### src/hdl/snrs_pkg.sv
// Shared constants, types and helpers for the strongest-neighbor row scan.
package snrs_pkg;

  localparam int INDEX_BITS = 20;
  localparam int VALUE_BITS = 32;
  localparam int FRAC_BITS  = 16;
  // |entry| >= den << SAT_SHIFT exactly when the quotient needs >= VALUE_BITS bits
  localparam int SAT_SHIFT  = VALUE_BITS - 1 - FRAC_BITS;
  localparam int CNT_BITS   = $clog2(VALUE_BITS + 1);

  typedef logic [INDEX_BITS-1:0]        index_t;
  typedef logic signed [VALUE_BITS-1:0] value_t;
  typedef logic [VALUE_BITS-1:0]        umag_t;

  typedef enum logic [1:0] {
    ACT_ALREADY = 2'd0,
    ACT_JOIN    = 2'd1,
    ACT_PAIR    = 2'd2,
    ACT_SELF    = 2'd3
  } action_t;

  typedef struct packed {
    logic   have_free;
    index_t free_col;
    logic   have_joined;
    index_t joined_group;
    logic   fault_seen;
  } best_status_t;

  // two's complement magnitude; the most negative value maps to 2^(VALUE_BITS-1)
  function automatic umag_t magnitude(value_t x);
    return x[VALUE_BITS-1] ? umag_t'(-x) : umag_t'(x);
  endfunction

endpackage

### src/hdl/snrs_divider.sv
// Iterative restoring divider producing the saturated signed Q16.16 weight.
module snrs_divider (
  input  logic                clk,
  input  logic                rst,
  input  logic                start,
  input  snrs_pkg::value_t    dividend,
  input  snrs_pkg::umag_t     divisor,
  output logic                done,
  output snrs_pkg::value_t    quotient
);
  import snrs_pkg::*;

  typedef enum logic [2:0] {
    D_IDLE = 3'b001,
    D_RUN  = 3'b010,
    D_DONE = 3'b100
  } div_state_t;

  div_state_t                    state;
  logic [CNT_BITS-1:0]           count;
  logic [VALUE_BITS:0]           rem;
  umag_t                         quo;
  umag_t                         den;
  logic                          neg;
  logic                          sat;

  umag_t                         dvd_mag;
  logic [VALUE_BITS+FRAC_BITS-1:0] num;
  logic                          sat_hit;
  logic [VALUE_BITS:0]           trial;
  logic                          fits;

  assign dvd_mag = magnitude(dividend);
  assign num     = {dvd_mag, {FRAC_BITS{1'b0}}};
  assign sat_hit = {{VALUE_BITS{1'b0}}, dvd_mag} >=
                   ({{VALUE_BITS{1'b0}}, divisor} << SAT_SHIFT);
  assign trial   = {rem[VALUE_BITS-1:0], quo[VALUE_BITS-1]};
  assign fits    = trial >= {1'b0, den};

  always_ff @(posedge clk) begin
    if (rst) begin
      state <= D_IDLE;
      count <= '0;
    end else begin
      unique case (state)
        D_IDLE: begin
          if (start) begin
            state <= sat_hit ? D_DONE : D_RUN;
            count <= CNT_BITS'(VALUE_BITS);
          end
        end
        D_RUN: begin
          count <= count - 1'b1;
          if (count == CNT_BITS'(1)) begin
            state <= D_DONE;
          end
        end
        D_DONE: begin
          state <= D_IDLE;
        end
        default: begin
          state <= D_IDLE;
        end
      endcase
    end
  end

  always_ff @(posedge clk) begin
    if (state == D_IDLE && start) begin
      den <= divisor;
      neg <= dividend[VALUE_BITS-1];
      sat <= sat_hit;
      rem <= (VALUE_BITS+1)'(num[VALUE_BITS+FRAC_BITS-1:VALUE_BITS]);
      quo <= num[VALUE_BITS-1:0];
    end else if (state == D_RUN) begin
      rem <= fits ? trial - {1'b0, den} : trial;
      quo <= {quo[VALUE_BITS-2:0], fits};
    end
  end

  assign done = (state == D_DONE);

  always_comb begin
    if (sat) begin
      quotient = neg ? value_t'({1'b1, {(VALUE_BITS-1){1'b0}}})
                     : value_t'({1'b0, {(VALUE_BITS-1){1'b1}}});
    end else begin
      quotient = neg ? value_t'(-quo) : value_t'(quo);
    end
  end

endmodule

### src/hdl/snrs_best.sv
// Running best free and best aggregated neighbor of the current row.
module snrs_best (
  input  logic                   clk,
  input  logic                   rst,
  input  logic                   update,
  input  snrs_pkg::value_t       weight,
  input  snrs_pkg::index_t       col,
  input  logic                   col_agg,
  input  snrs_pkg::index_t       group,
  input  logic                   set_fault,
  input  logic                   clear,
  output snrs_pkg::best_status_t status
);
  import snrs_pkg::*;

  value_t free_weight;
  index_t free_col;
  logic   have_free;
  value_t joined_weight;
  index_t joined_col;
  index_t joined_group;
  logic   have_joined;
  logic   fault_seen;

  logic   free_win;
  logic   joined_win;

  // a first candidate needs a non-negative weight; ties go to the larger column
  assign free_win   = have_free ?
      (weight > free_weight || (weight == free_weight && col > free_col)) :
      !weight[VALUE_BITS-1];
  assign joined_win = have_joined ?
      (weight > joined_weight || (weight == joined_weight && col > joined_col)) :
      !weight[VALUE_BITS-1];

  always_ff @(posedge clk) begin
    if (rst || clear) begin
      free_weight   <= '0;
      free_col      <= '0;
      have_free     <= 1'b0;
      joined_weight <= '0;
      joined_col    <= '0;
      joined_group  <= '0;
      have_joined   <= 1'b0;
      fault_seen    <= 1'b0;
    end else begin
      if (set_fault) begin
        fault_seen <= 1'b1;
      end
      if (update && !col_agg && free_win) begin
        free_weight <= weight;
        free_col    <= col;
        have_free   <= 1'b1;
      end
      if (update && col_agg && joined_win) begin
        joined_weight <= weight;
        joined_col    <= col;
        joined_group  <= group;
        have_joined   <= 1'b1;
      end
    end
  end

  assign status = '{have_free:    have_free,
                    free_col:     free_col,
                    have_joined:  have_joined,
                    joined_group: joined_group,
                    fault_seen:   fault_seen};

endmodule

### src/hdl/strongest_neighbor_row_scan_core.sv
// Strongest-neighbor row scan: top level with item sequencer and result register.
//
// Input channel (in_valid / in_stall): one transaction per nonzero of a sparse
// matrix row, with its diagonals and the column's aggregate status. Items with
// entry_valid low carry no entry; row_last marks the final item of the row.
// Output channel (out_valid / out_stall): one decision transaction per row,
// produced for the item that has row_last set.
// Flow: an off-diagonal entry of an unaggregated row with a nonzero divisor
// runs through the shared radix-2 divider, one quotient bit per cycle; an
// entry whose weight saturates leaves the divider without the bit loop, and
// any other item bypasses the divider.
// The block takes one item at a time; in_stall is high from acceptance until
// the item has been folded into the running bests (and, for the last item,
// until the decision has been written into the output register).
// The output register holds one decision; the block keeps scanning the next
// row while it waits, and stalls only if a second decision is ready before the
// first is taken. A stalled output keeps its payload unchanged.
// Reset (rst, synchronous) empties the output register, returns the sequencer
// to idle and clears the running bests and the fault flag.
module strongest_neighbor_row_scan_core (
  input  logic                            clk,
  input  logic                            rst,
  input  logic                            in_valid,
  output logic                            in_stall,
  input  logic [snrs_pkg::INDEX_BITS-1:0] row_index,
  input  logic [snrs_pkg::INDEX_BITS-1:0] col_index,
  input  logic signed [snrs_pkg::VALUE_BITS-1:0] entry_value,
  input  logic signed [snrs_pkg::VALUE_BITS-1:0] diag_row,
  input  logic signed [snrs_pkg::VALUE_BITS-1:0] diag_col,
  input  logic                            row_aggregated,
  input  logic                            col_aggregated,
  input  logic [snrs_pkg::INDEX_BITS-1:0] col_group,
  input  logic                            entry_valid,
  input  logic                            row_last,
  output logic                            out_valid,
  input  logic                            out_stall,
  output logic [snrs_pkg::INDEX_BITS-1:0] out_row,
  output logic [1:0]                      action,
  output logic [snrs_pkg::INDEX_BITS-1:0] target,
  output logic                            divide_fault
);
  import snrs_pkg::*;

  typedef enum logic [3:0] {
    S_IDLE   = 4'b0001,
    S_CHECK  = 4'b0010,
    S_DIV    = 4'b0100,
    S_FINISH = 4'b1000
  } seq_state_t;

  seq_state_t   state;

  // captured transaction
  index_t       row;
  index_t       col;
  value_t       entry;
  umag_t        den;
  logic         row_agg;
  logic         col_agg;
  index_t       group;
  logic         ent_valid;
  logic         last;

  logic         in_take;
  logic         need_div;
  logic         div_start;
  logic         div_done;
  value_t       div_weight;
  logic         set_fault;
  logic         emit;
  best_status_t best;
  action_t      act_next;
  index_t       target_next;
  umag_t        mag_r;
  umag_t        mag_c;

  assign in_stall = (state != S_IDLE);
  assign in_take  = in_valid && !in_stall;

  // divisor is the larger absolute diagonal, formed as the item is captured
  assign mag_r = magnitude(diag_row);
  assign mag_c = magnitude(diag_col);

  always_ff @(posedge clk) begin
    if (in_take) begin
      row       <= row_index;
      col       <= col_index;
      entry     <= entry_value;
      den       <= (mag_r > mag_c) ? mag_r : mag_c;
      row_agg   <= row_aggregated;
      col_agg   <= col_aggregated;
      group     <= col_group;
      ent_valid <= entry_valid;
      last      <= row_last;
    end
  end

  // diagonal entries, empty items and aggregated rows skip the weight
  assign need_div  = ent_valid && !row_agg && (col != row);
  assign div_start = (state == S_CHECK) && need_div && (den != '0);
  assign set_fault = (state == S_CHECK) && need_div && (den == '0);
  // decision leaves when the output register is empty or being drained
  assign emit      = (state == S_FINISH) && last && (!out_valid || !out_stall);

  always_ff @(posedge clk) begin
    if (rst) begin
      state <= S_IDLE;
    end else begin
      unique case (state)
        S_IDLE: begin
          if (in_take) begin
            state <= S_CHECK;
          end
        end
        S_CHECK: begin
          state <= div_start ? S_DIV : S_FINISH;
        end
        S_DIV: begin
          if (div_done) begin
            state <= S_FINISH;
          end
        end
        S_FINISH: begin
          if (!last || emit) begin
            state <= S_IDLE;
          end
        end
        default: begin
          state <= S_IDLE;
        end
      endcase
    end
  end

  snrs_divider u_divider (
    .clk      (clk),
    .rst      (rst),
    .start    (div_start),
    .dividend (entry),
    .divisor  (den),
    .done     (div_done),
    .quotient (div_weight)
  );

  snrs_best u_best (
    .clk       (clk),
    .rst       (rst),
    .update    ((state == S_DIV) && div_done),
    .weight    (div_weight),
    .col       (col),
    .col_agg   (col_agg),
    .group     (group),
    .set_fault (set_fault),
    .clear     (emit),
    .status    (best)
  );

  // decision priority: aggregated row, free neighbor, joined neighbor, self
  always_comb begin
    priority if (row_agg) begin
      act_next    = ACT_ALREADY;
      target_next = row;
    end else if (best.have_free) begin
      act_next    = ACT_PAIR;
      target_next = best.free_col;
    end else if (best.have_joined) begin
      act_next    = ACT_JOIN;
      target_next = best.joined_group;
    end else begin
      act_next    = ACT_SELF;
      target_next = row;
    end
  end

  always_ff @(posedge clk) begin
    if (rst) begin
      out_valid <= 1'b0;
    end else if (emit) begin
      out_valid <= 1'b1;
    end else if (!out_stall) begin
      out_valid <= 1'b0;
    end
  end

  always_ff @(posedge clk) begin
    if (emit) begin
      out_row      <= row;
      action       <= act_next;
      target       <= target_next;
      divide_fault <= best.fault_seen;
    end
  end

endmodule
### config.mk
export PLATFORM = sky130hd
export DESIGN_NAME = strongest_neighbor_row_scan_core
export DESIGN_NICKNAME = d
export VERILOG_FILES = /design/src/hdl/snrs_pkg.sv /design/src/hdl/snrs_divider.sv /design/src/hdl/snrs_best.sv /design/src/hdl/strongest_neighbor_row_scan_core.sv
export SDC_FILE = /design/constraint.sdc
export NUM_CORES = 1
export LEC_CHECK = 0
export ABC_AREA = 1
export BUFFER_PORTS_ARGS = -buffer_cell sky130_fd_sc_hd__buf_2
export CAP_MARGIN = 10
export CELL_PAD_IN_SITES_DETAIL_PLACEMENT = 2
export CELL_PAD_IN_SITES_GLOBAL_PLACEMENT = 2
export CORE_ASPECT_RATIO = 0.75
export CORE_MARGIN = 5
export CORE_UTILIZATION = 33
export DETAILED_ROUTE_END_ITERATION = 12
export PLACE_DENSITY_LB_ADDON = 0.1
export SLEW_MARGIN = 20
export SYNTH_ARGS = -nofsm -noshare
export SYNTH_HDL_FRONTEND = slang
export SYNTH_HIERARCHICAL = 1
export SYNTH_SLANG_ARGS = --single-unit
### constraint.sdc
create_clock -name clk -period 7.1 [get_ports clk]
set_input_delay 1.42 -clock clk [delete_from_list [all_inputs] [get_ports clk]]
set_output_delay 1.42 -clock clk [all_outputs]
set_load 0.01 [all_outputs]
# After elaboration in Yosys (flattened, before gate mapping)
# Cells that the tools add are included.
totals:
  wordCells: 132
  in_bits: 164
  output_inout_bits: 45
  ff_bits: 410
classes:
  n_addsub: 6
  eq_ne: 18
  reduce_logical: 36
  n_lt_le_gt_ge: 7
  n_mux: 32
op_table:
  columns: ["operator", "count"]
  rows:
  - ["$mux W32", 10]
  - ["$neg A32 Y32", 4]
  - ["$gt A32 B32 Y1", 3]
  - ["$eq A32 B32 Y1", 2]
  - ["$mux W20", 3]
  - ["$ge A32 B47 Y1", 1]
  - ["$gt A20 B20 Y1", 2]
  - ["$ge A33 B32 Y1", 1]
  - ["$logic_not A32 Y1", 1]
  - ["$mux W16", 2]
  - ["$reduce_bool A32 Y1", 1]
  - ["$sub A32 B32 Y32", 1]
  - ["$ne A20 B20 Y1", 1]
  - ["$logic_and A1 B1 Y1", 16]
  - ["$mux W4", 4]
  - ["$pmux W4 S4", 1]
  - ["$pmux W6 S2", 1]
  - ["$mux W3", 3]
  - ["$logic_not A1 Y1", 7]
  - ["$eq A6 B1 Y1 const B", 1]
  - ["$mux W6", 1]
  - ["$ne A2 B1 Y1 const B", 3]
  - ["$ne A2 B2 Y1 const B", 3]
  - ["$pmux W3 S2", 1]
  - ["16 further kinds", 26]

# Depth between registers and ports, before layout
# Gate-level depths: netlist (run 1).
logic_depth:
  word_depth: 8
  depth_mapped: 27
  depth_no_buf: 25

# By module
# The synthesis (run 1) kept the hierarchy.
modules_own_cells:
  columns: ["module", "area_per_inst_um2", "instances", "seq_area_each_um2", "cells_each"]
  rows:
  - ["strongest_neighbor_row_scan_core", 9611.7, 1, 5235.0, 1047]
  - ["snrs_divider", 8837.2, 1, 2802.7, 1297]
  - ["snrs_best", 8521.9, 1, 2542.4, 1226]

# Worst setup path before layout (run 1)
# Ideal clock, no wire load.
synth_timing:
  path_type: "input to register"
  startpoint: "input port in_valid"
  endpoint: "register col[0], enable pin"
  arrival_time_ns: 6.749
  setup_time_ns: 0.617
  setup_slack_ns: -0.267
  required_ns: 6.483
  n_path_buf: 0
  stages: 2
  cell_sequence: "inv_1 > nor2_1"
synth_via:
  elab_chain_cells: 1
synth_lines:
  columns: ["element", "line_no", "text"]
  rows:
  - ["from (decl)", "strongest_neighbor_row_scan_core.sv:23", "input logic in_valid,"]
  - ["$logic_and A1 B1 Y1", "strongest_neighbor_row_scan_core.sv:78", "assign in_take = in_valid && !in_stall;"]
  - ["named net in_take", "strongest_neighbor_row_scan_core.sv:64", "logic in_take;"]
  - ["to (signal assigned)", "strongest_neighbor_row_scan_core.sv:87", "col <= col_index;"]
  - ["to (decl)", "strongest_neighbor_row_scan_core.sv:55", "index_t col;"]
# The timed path passes the listed nets, and every way through them passes these cells.
# A chain may end at the register's enable or synchronous reset.

# Worst setup path after layout (run 1)
layout_timing:
  startpoint: "register u_divider.sat"
  endpoint: "register u_best.joined_group[18]"
layout_via:
  elab_chain_cells: 6
  elab_cells_between_ends: 8
  cone_classes: "order compare: 1; eq/ne: 1; mux: 2; reduce/logical: 4"
layout_lines:
  columns: ["element", "line_no", "text"]
  rows:
  - ["from (decl)", "snrs_divider.sv:25", "logic sat;"]
  - ["from (signal assigned)", "snrs_divider.sv:72", "sat <= sat_hit;"]
  - ["$mux W32 *", "snrs_divider.sv:84", "if (sat) begin"]
  - ["named net div_weight[21]", "strongest_neighbor_row_scan_core.sv:68", "value_t div_weight;"]
  - ["branches (longest 2 deep; another with $gt A32 B32 Y1)", null, null]
  - ["$logic_or A1 B1 Y1 *", "snrs_best.sv:33", "(weight > joined_weight || (weight == joined_weight && col > joined_col)) :"]
  - ["$mux W1 *", "snrs_best.sv:32", "assign joined_win = have_joined ?"]
  - ["$logic_and A1 B1 Y1 *", "snrs_best.sv:55", "if (update && col_agg && joined_win) begin"]
  - ["to (signal assigned)", "snrs_best.sv:58", "joined_group <= group;"]
  - ["to (decl)", "snrs_best.sv:21", "index_t joined_group;"]
# Mark *: on every way through the listed nets, which the timed path passes.

==> results.cfg, run 1 <==
[status]
status = finished, final reports clean

[floorplan]
io_pins = 209
start_util = 0.3340
fp.dieH_um = 257.6
fp.dieArea_um2 = 87610
fp.coreArea_um2 = 80740
die_w_um = 340.1
rows = 90

[grt]
use_met2 = 0.3706
grt_overflow_total = 0
met1_usage = 0.3206
antenna_found_initial = 21
grt_pass1_wl_um = 159200
grt_pass1_vias = 27400
track_usage = 0.2289
busiest_layer = met2
grt_max_degree = 145
use_met3 = 0.04468

[run]
drv_cap = 0

[setup_path]
slowest_delay_ns = 0.60
reg2reg_slack_ns = 1.74
worstPathCellList = buf_4 > inv_1 > a21oi_1 > nor2_1 > o21ai_1 > a21oi_2 > o21ai_1 > nor2_1 > xor2_1 > ha_1 > a21oi_1 > o21a_1 > nand2_1 > a21oi_1 > nand2_1 > nand2_1 > nand3_1 > nand2_8 > buf_16 > nand3_1 > nand2_1 > nor2_1
worstSetupPathType = reg -> reg
critPathLaunchType = flop
crit_fanout = 88
critPathSlowestCell = inv_1
cpMostUsedCell = nand2_1
worst_ep_required_time_ns = 7.65
end_kind = flop
crit_arrival_ns = 5.91

[sta]
fin_crit_ns = 5.360
rsz0062_at_grt = false
hold_viol = 0
min_period_over_period = 0.7549
maxSlewHeadroom = 0.3339
setup_viol = 0
max_freq_ghz = 0.1866
tightestPinTransition_ns = 0.9981
clock_skew_ns = 0.05188
finalSetupTns_ns = 0
finalMaxSlewViolations = 0

[drt]
ant_nets = 0
num_vias = 25000
wl_per_cell_um = 21.35
routed_wl_um = 103000
vias_per_cell = 5.183
drt_iter0_drc = 1225
drc = 0
first_pass_iters = 6

[placement]
dp_cells = 4731
dpl.hpwl_um = 78850
placed_area_um2 = 28860
port-buffer-count = 208
place_congestion = 0.8989

[clocking]
ctsResizeCount = 0
h-tree-depth = 2
cts_sinks = 410
clock_path_buffers = 3
clk_latency_ns = 0.65
clk_transition_reported_paths_ns = 0.07
hold_buffers = 0
post_cts_buffers = 0
root_buffer = clkbuf_16
tritoncts = yes
cts_made_buffers = 48

[power_and_ir_drop]
p_switching_mw = 2.321
p_clk_frac = 0.389
p_int_mw = 4.827
ir_drop_uv = 172.0
leakagePower_nw = 13.58
seqPwrFrac = 0.404
finalPower_mw = 7.148
cellPowerDensity_nw_per_um2 = 233.2
swShare = 0.3247
p_comb_frac = 0.206

[synthesis]
synthAdderAreaFrac = 0.08935
syn_inst = 3570
synth_compound_area_frac = 0.1044
ys_seq_elements = 410
synthMuxAreaShare = 0.004082
synth_top_family_by_area = simple AND/OR/NAND/NOR gates
ys_types = 52
syn_nets = 3926
netlist_area_um2 = 26970
synthSimpleGateAreaFrac = 0.2753
yosys.area_share.xor_xnor = 0.03345
ys_warn_count = 6
seq_area_frac_synth = 0.3923
avgSynthCellArea_um2 = 7.555

[final_layout]
drive_gt1_frac = 0.1185
fin_util = 0.3797
final_common_cell = nand2_1
stdcell_area_um2 = 30660
areaGrowthSynthToFinish_pct = 13.67
nets = 4080
fill_cells = 9371
final_cells = 4824
final_cell_mix = 799 x nand2_1, 526 x inv_1, 401 x nor2_1, 346 x nand3_1, 237 x edfxtp_1

[worst_hold_path]
hold_path.class = reg -> reg
-- flip-flops by register name, indices dropped and copies added, names as in the netlist, 2 cells and up --
register,cells
den,32
entry,32
u_best/free_weight,32
u_best/joined_weight,32
u_divider/den,32
u_divider/quo,32
u_divider/rem,32
col,20
group,20
out_row,20
row,20
target,20
u_best/free_col,20
u_best/joined_col,20
u_best/joined_group,20
u_divider/count,6
state,4
u_divider/state,3
action,2
-- per-stage QoR --
stage	worst slack (ns)	hold WS, ns
final	1.740	0.4322
after global routing	1.289	0.4597
after CTS	1.672	0.4349
after detailed placement	1.650	0.4198
after global placement	1.863	0.4129
after floorplan	1.864	0.4244
-- final timing paths --
kind                     startpoint                 endpoint  cells past startpoint
setup / recovery      u_divider/sat  u_best/joined_group[18]                     22
hold / removal    u_best/fault_seen             divide_fault                      0
setup reg to reg      u_divider/sat  u_best/joined_group[18]                     22
hold reg to reg   u_best/fault_seen             divide_fault                      0
-- power by group through the flow --
stage / clock (mW) / combinational, mW / sequential (mW)
2_1_floorplan: 0 / 0.971 / 2.85
3_3_place_gp: 0 / 1.37 / 2.93
3_5_place_dp: 0 / 1.47 / 2.94
4_1_cts: 2.87 / 1.49 / 2.89
5_1_grt: 2.97 / 1.68 / 2.91
6_report: 2.78 / 1.48 / 2.89
-- final cells by class --
class,instances,area (um2),area share
Sequential cell,410,10580,0.3451
Antenna cell,2,5.005,0.0001632
Timing Repair Buffer,231,1246,0.04065
Multi-Input combinational cell,2497,13730,0.4477
Clock inverter,31,481.7,0.01571
Inverter,536,2012,0.06562
Tap cell,1058,1324,0.04318
Clock buffer,59,1282,0.04183
-- synth_stat cells, drive strengths merged --
master  number  area [um2]
nand4       43       269.0
a32oi        1       8.760
buf         69       498.0
and3         2       12.51
a21o         9       67.56
mux2i       11       110.1
xor2        71       621.9
dfxtp      173        3463
o41ai        1       8.760
fa           1       20.02
clkinv       2       7.510
edfxtp     237        7117
a211oi       3       22.52
o211ai      18       135.1
o21a        11       82.58
nand2      815        3119
ha         191        2390
nand3      349        1762
nor2       420        1622
clkbuf      58       217.7
nand3b      35       262.8
o221ai      10       87.58
a31oi        4       25.02
a21boi       2       18.77
o21ai      112       575.6
o22ai       25       156.4
nor4        12       90.09
xnor2       32       280.3
inv        534        2004
or2          7       43.79
nor3b        2       20.02
a21oi      262        1582
o31ai        4       30.03
nor3        42       225.2
o21bai       2       15.01
-- cells by family after synthesis --
kind of cell	Yosys count
buffers and inverters	663
adder cells (fa/ha/maj)	192
flip-flops	410
AO/OA/AOI/OAI	464
XOR/XNOR	103
multiplexers	11
AND/OR/NAND/NOR	1727
-- metal layers --
metal  share of wire  routed length, um  up-vias
met2            0.45              45920      391
met5          0.0016                160        -
met1            0.48              49900    12450
met4           0.019               1970       24
li1                -                  -    12000
met3           0.049               5065      141
-- critical path, delay by kind of cell (launching register included) --
| family | cells | cell delay, ns |
|---|---|---|
| AND/OR/NAND/NOR | 10 | 1.52 |
| AO/OA/AOI/OAI | 7 | 1.28 |
| buffers and inverters | 3 | 1.19 |
| XOR/XNOR | 1 | 0.42 |
| flip-flops | 1 | 0.37 |
| adder cells (fa/ha/maj) | 1 | 0.33 |
No activity file was read; power rests on OpenSTA's default activity.
==> inputs of run 2 (changes only) <==
Clock period 7.1 ns to 4.8 ns, I/O delays scaled along.
==> results.cfg, run 2 (synthesis results as in run 1) <==
[final_layout]
drive_gt1_frac = 0.1220
final_cell_mix = 799 x nand2_1, 526 x inv_1, 401 x nor2_1, 346 x nand3_1, 237 x edfxtp_1
fill_cells = 9436
nets = 4103
final_common_cell = nand2_1
final_cells = 4848
multiInputGateArea_um2 = 13740
areaGrowthSynthToFinish_pct = 13.97
seq_area_um2 = 10580

[power_and_ir_drop]
seqPwrFrac = 0.417
leakagePower_nw = 13.64
p_clk_frac = 0.368
p_int_mw = 6.858
cellPowerDensity_nw_per_um2 = 333.3
p_switching_mw = 3.386
finalPower_mw = 10.24
swShare = 0.3305
ir_drop_uv = 276.1
p_comb_frac = 0.214

[run]
drv_cap = 0

[clocking]
hold_buffers = 0
clk_latency_ns = 0.62
clock_path_buffers = 3
root_buffer = clkbuf_16
tritoncts = yes
cts_made_buffers = 50
clk_transition_reported_paths_ns = 0.06
cts_sinks = 410
h-tree-depth = 2

[setup_path]
r2r-start = entry[0]
path_delay_family = simple AND/OR/NAND/NOR gates
slowest_delay_ns = 0.36
end_kind = flop
worstPathCellList = inv_1 > ha_1 > nand3_2 > nor2_2 > nand3_1 > nor3_1 > nand3_1 > o21ai_2 > o21ai_0 > nand2_1 > nand2_1 > ha_1 > nand2_1 > inv_1 > nand4_1 > nor3_1 > nand3_1 > nor2_1 > nand3_1 > nor3_1 > nand3_1 > nand2_1
critPathSlowestCell = edfxtp_1
crit_fanout = 5
critPathLaunchType = flop
worstSetupPathType = reg -> reg
crit_arrival_ns = 4.96
reg2reg_to = u_divider/sat
ff2ff_path_depth = 22
cpMostUsedCell = nand3_1
reg2reg_slack_ns = 0.26
worst_ep_required_time_ns = 5.22
crit_buf_inv = 2

[sta]
tightestPinTransition_ns = 1.009
setup_viol = 0
max_freq_ghz = 0.2203
clock_skew_ns = 0.02798
min_period_over_period = 0.9456
maxSlewHeadroom = 0.3234
fin_crit_ns = 4.539
finalMaxSlewViolations = 0
hold_viol = 0

[worst_hold_path]
hold_path.startpoint = u_best/fault_seen
hold_path.class = reg -> reg
hold_end = divide_fault
hold_path_depth = 0

[floorplan]
fp.dieH_um = 257.6
fp.dieArea_um2 = 87610
io_pins = 209
rows = 90
start_util = 0.3340
fp.coreArea_um2 = 80740
die_w_um = 340.1

[grt]
grt_overflow_total = 0
grt_max_degree = 127
track_usage = 0.2298
grt_pass1_vias = 27240
antenna_found_initial = 16
grt_pass1_wl_um = 160000

[placement]
port-buffer-count = 208
dp_cells = 4752
place_congestion = 0.8562
dpl.hpwl_um = 80670

[drt]
ant_nets = 0
first_pass_iters = 5
drt_iter0_drc = 1346
num_vias = 24970
vias_per_cell = 5.151
drc = 0
wl_per_cell_um = 21.24
routed_wl_um = 103000

[status]
status = finished, final reports clean
run 2: cell count changes in the layout (fill, tap and decap cells not counted), moves of 2 or more:
cell       change
clkbuf_8       -2
clkbuf_16      +2
clkinv_2       +9
buf_4         +12
clkbuf_1       +4
clkinv_1       +4
clkinv_16      -3
bufinv_16      -6
buf_12        +10
clkinv_4       -5
run 2: layer usage:
metal | GRT usage | up-vias | share of wire
met5 | 0 | - | 0.0018
met4 | 0.04910 | 26 | 0.020
met3 | 0.04394 | 129 | 0.050
met2 | 0.3701 | 400 | 0.44
met1 | 0.3225 | 12370 | 0.49
li1 | - | 12050 | -
run 2: through the flow:
stage	area (um2)	utilization	TNS (ns)	hold WS (ns)	setup WS (ns)
after floorplan	26970	-	0	0.4244	0.02388
after global placement	29140	0.3610	0	0.4232	0.4501
after detailed placement	29140	0.3610	0	0.4311	0.1926
after CTS	30720	0.3805	0	0.4319	0.3790
after global routing	30730	0.3807	-0.008674	0.4573	-0.008674
final	30740	0.3807	0	0.4290	0.2609
run 2: power by group through the flow:
stage / combinational [mW] / clock, mW / sequential, mW
floorplan: 1.44 / 0 / 4.22
detailed placement: 2.20 / 0 / 4.35
CTS: 2.22 / 3.91 / 4.28
global placement: 2.06 / 0 / 4.33
finish: 2.20 / 3.77 / 4.28
global route: 2.50 / 4.05 / 4.30
run 2: timing repair:
item,in CTS,in global routing
resized for setup,0,1
buffers inserted,0,1
setup endpoints to repair,0,5
endpoints found under the hold margin,0,0
run 2: worst max-delay path by stage:
stage                           startpoint               endpoint  slack [ns]  depth (start not counted)
after CTS                         entry[0]          u_divider/sat        0.38                         22
after floorplan                   in_valid                 col[0]        0.02                          2
after global routing      u_divider/quo[1]  u_best/free_weight[5]      -0.009                         25
final                             entry[0]          u_divider/sat        0.26                         22
after detailed placement       diag_col[0]                den[15]        0.19                         22
after global placement         diag_col[0]                den[19]        0.45                         22
run 2: worst reg2reg max path, cell delays in order, from the launching register on:
cell and delay (ns):
edfxtp_1 0.36, inv_1 0.17, ha_1 0.30, nand3_2 0.19, nor2_2 0.21, nand3_1 0.16
nor3_1 0.24, nand3_1 0.25, o21ai_2 0.25, o21ai_0 0.12, nand2_1 0.09, nand2_1 0.08
ha_1 0.32, nand2_1 0.09, inv_1 0.08, nand4_1 0.18, nor3_1 0.29, nand3_1 0.15
nor2_1 0.18, nand3_1 0.08, nor3_1 0.24, nand3_1 0.11, nand2_1 0.20
run 2: final cells by class:
type | count | area share
clock inverter | 30 | 0.008263
clock buffer | 63 | 0.04294
sequential | 410 | 0.3442
tap | 1058 | 0.04306
multi-input combinational | 2497 | 0.4468
timing repair buffer | 252 | 0.04909
antenna | 2 | 0.0001628
inverter | 536 | 0.06545
==> inputs of run 3 (changes only) <==
Settings changed: PLACE_DENSITY from default to 0.84, PLACE_DENSITY_LB_ADDON 0.1 to default.
==> results.cfg, run 3 (synthesis results as in run 1) <==
[setup_path]
critPathLaunchType = flop
crit_fanout = 14
worst_ep_required_time_ns = 5.33
worstSetupPathType = reg -> reg
crit_arrival_ns = 5.04
end_kind = flop

[floorplan]
fp.dieArea_um2 = 87610
fp.dieH_um = 257.6
start_util = 0.3340
die_w_um = 340.1
fp.coreArea_um2 = 80740
rows = 90
io_pins = 209

[sta]
finalSetupTns_ns = 0
tightestPinTransition_ns = 1.110
clock_skew_ns = 0.05316
hold_viol = 0
fin_crit_ns = 4.505
finalMaxSlewViolations = 0
setup_viol = 0
rsz0062_at_grt = false
maxSlewHeadroom = 0.2590
max_freq_ghz = 0.2220
min_period_over_period = 0.9385

[status]
status = finished, final reports clean

[final_layout]
nets = 4101
antennaDiodeCount = 0
seq_area_um2 = 10580
multiInputGateArea_um2 = 13750
fill_cells = 9419
drive_gt1_frac = 0.1226
final_common_cell = nand2_1
areaGrowthSynthToFinish_pct = 14.30
final_cell_mix = 799 x nand2_1, 527 x inv_1, 401 x nor2_1, 346 x nand3_1, 237 x edfxtp_1

[grt]
track_usage = 0.2334
antenna_found_initial = 3
grt_overflow_total = 0
grt_pass1_vias = 27380
grt_pass1_wl_um = 162600
grt_max_degree = 88

[clocking]
root_buffer = clkbuf_16
clk_latency_ns = 0.64
clk_transition_reported_paths_ns = 0.06
tritoncts = yes
cts_made_buffers = 48
clock_path_buffers = 3
h-tree-depth = 2
cts_sinks = 410

[power_and_ir_drop]
p_int_mw = 6.971
p_switching_mw = 3.437
leakagePower_nw = 13.69
finalPower_mw = 10.41
ir_drop_uv = 263.8
p_comb_frac = 0.213
cellPowerDensity_nw_per_um2 = 337.6
swShare = 0.3302
p_clk_frac = 0.377
seqPwrFrac = 0.411

[drt]
routed_wl_um = 107100
drc = 0
first_pass_iters = 5
ant_nets = 0
num_vias = 25620
drt_iter0_drc = 1647
vias_per_cell = 5.291
wl_per_cell_um = 22.12

[placement]
dpl.hpwl_um = 79130
place_congestion = 0.8765
port-buffer-count = 208

[run]
drv_cap = 0

[worst_hold_path]
hold_path.class = reg -> reg
-- run 3: cell types whose count changed in the layout (fill, tap and decap cells not counted), sizes merged --
cell and change:
clkinv -8, buf -2, bufinv +2, clkbuf +2, diode -2, inv +2
nand2 +1
-- run 3: power groups by stage --
stage | clock [mW] | sequential, mW | combinational [mW]
2_1_floorplan | 0 | 4.22 | 1.44
3_3_place_gp | 0 | 4.32 | 2.03
3_5_place_dp | 0 | 4.34 | 2.17
4_1_cts | 4.03 | 4.27 | 2.22
5_1_grt | 4.16 | 4.29 | 2.48
6_report | 3.92 | 4.27 | 2.21
-- run 3: final timing paths --
check	from	endpoint	slack, ns	depth (start not counted)
max reg2reg	u_divider/quo[1]	u_best/free_col[1]	0.30	24
min reg2reg	u_best/fault_seen	divide_fault	0.43	0
max	u_divider/quo[1]	u_best/free_col[1]	0.30	24
min	u_best/fault_seen	divide_fault	0.43	0
-- run 3: per-stage QoR --
step | instance area (um2) | cells | setup slack (ns) | hold slack [ns] | util
finish | 30830 | 4843 | 0.2952 | 0.4322 | 0.3818
global route | 30830 | 4843 | 0.02191 | 0.4472 | 0.3818
CTS | 30750 | 4838 | 0.1433 | 0.4376 | 0.3808
detailed placement | 29100 | 4748 | 0.3902 | 0.4240 | 0.3604
global placement | 29100 | 4748 | 0.4900 | 0.4129 | 0.3604
floorplan | 26970 | 3570 | 0.02388 | 0.4244 | -
-- run 3: area by class of cell --
| class | instances | area share |
|---|---|---|
| Timing Repair Buffer | 251 | 0.04911 |
| Clock inverter | 26 | 0.009985 |
| Tap cell | 1058 | 0.04294 |
| Clock buffer | 64 | 0.04335 |
| Sequential cell | 410 | 0.3432 |
| Multi-Input combinational cell | 2498 | 0.4461 |
| Inverter | 536 | 0.06526 |
-- run 3: what timing repair did --
item,4_1_cts,5_1_grt
buffers inserted,0,3
resized for setup,0,3
endpoints found under the hold margin,0,0
setup endpoints to repair,0,40
hold buffers,0,0
-- run 3: worst max-delay path, cell delays in order (launching register included) --
cell and delay (ns):
dfxtp_1 0.31, inv_2 0.08, ha_1 0.15, inv_1 0.07
nor3_2 0.22, nand3_1 0.13, nand2_1 0.11, o21ai_1 0.14
a21oi_1 0.24, o21ai_1 0.17, a21oi_1 0.26, xor2_1 0.26
inv_1 0.12, ha_1 0.30, nand2_1 0.07, nor2_1 0.15
nand4_1 0.20, nor2_2 0.17, nand2_1 0.15, nor2_1 0.24
a21oi_2 0.11, nand2_4 0.15, buf_4 0.27, a21oi_1 0.15
nor2_1 0.19
-- run 3: metal layers --
metal  GRT usage  up-vias  share of wire
met2      0.3774      595           0.45
met5           0        -        0.00012
met4     0.05199        2          0.022
met3     0.03204      144          0.049
met1      0.3337    12840           0.48
li1            -    12040              -
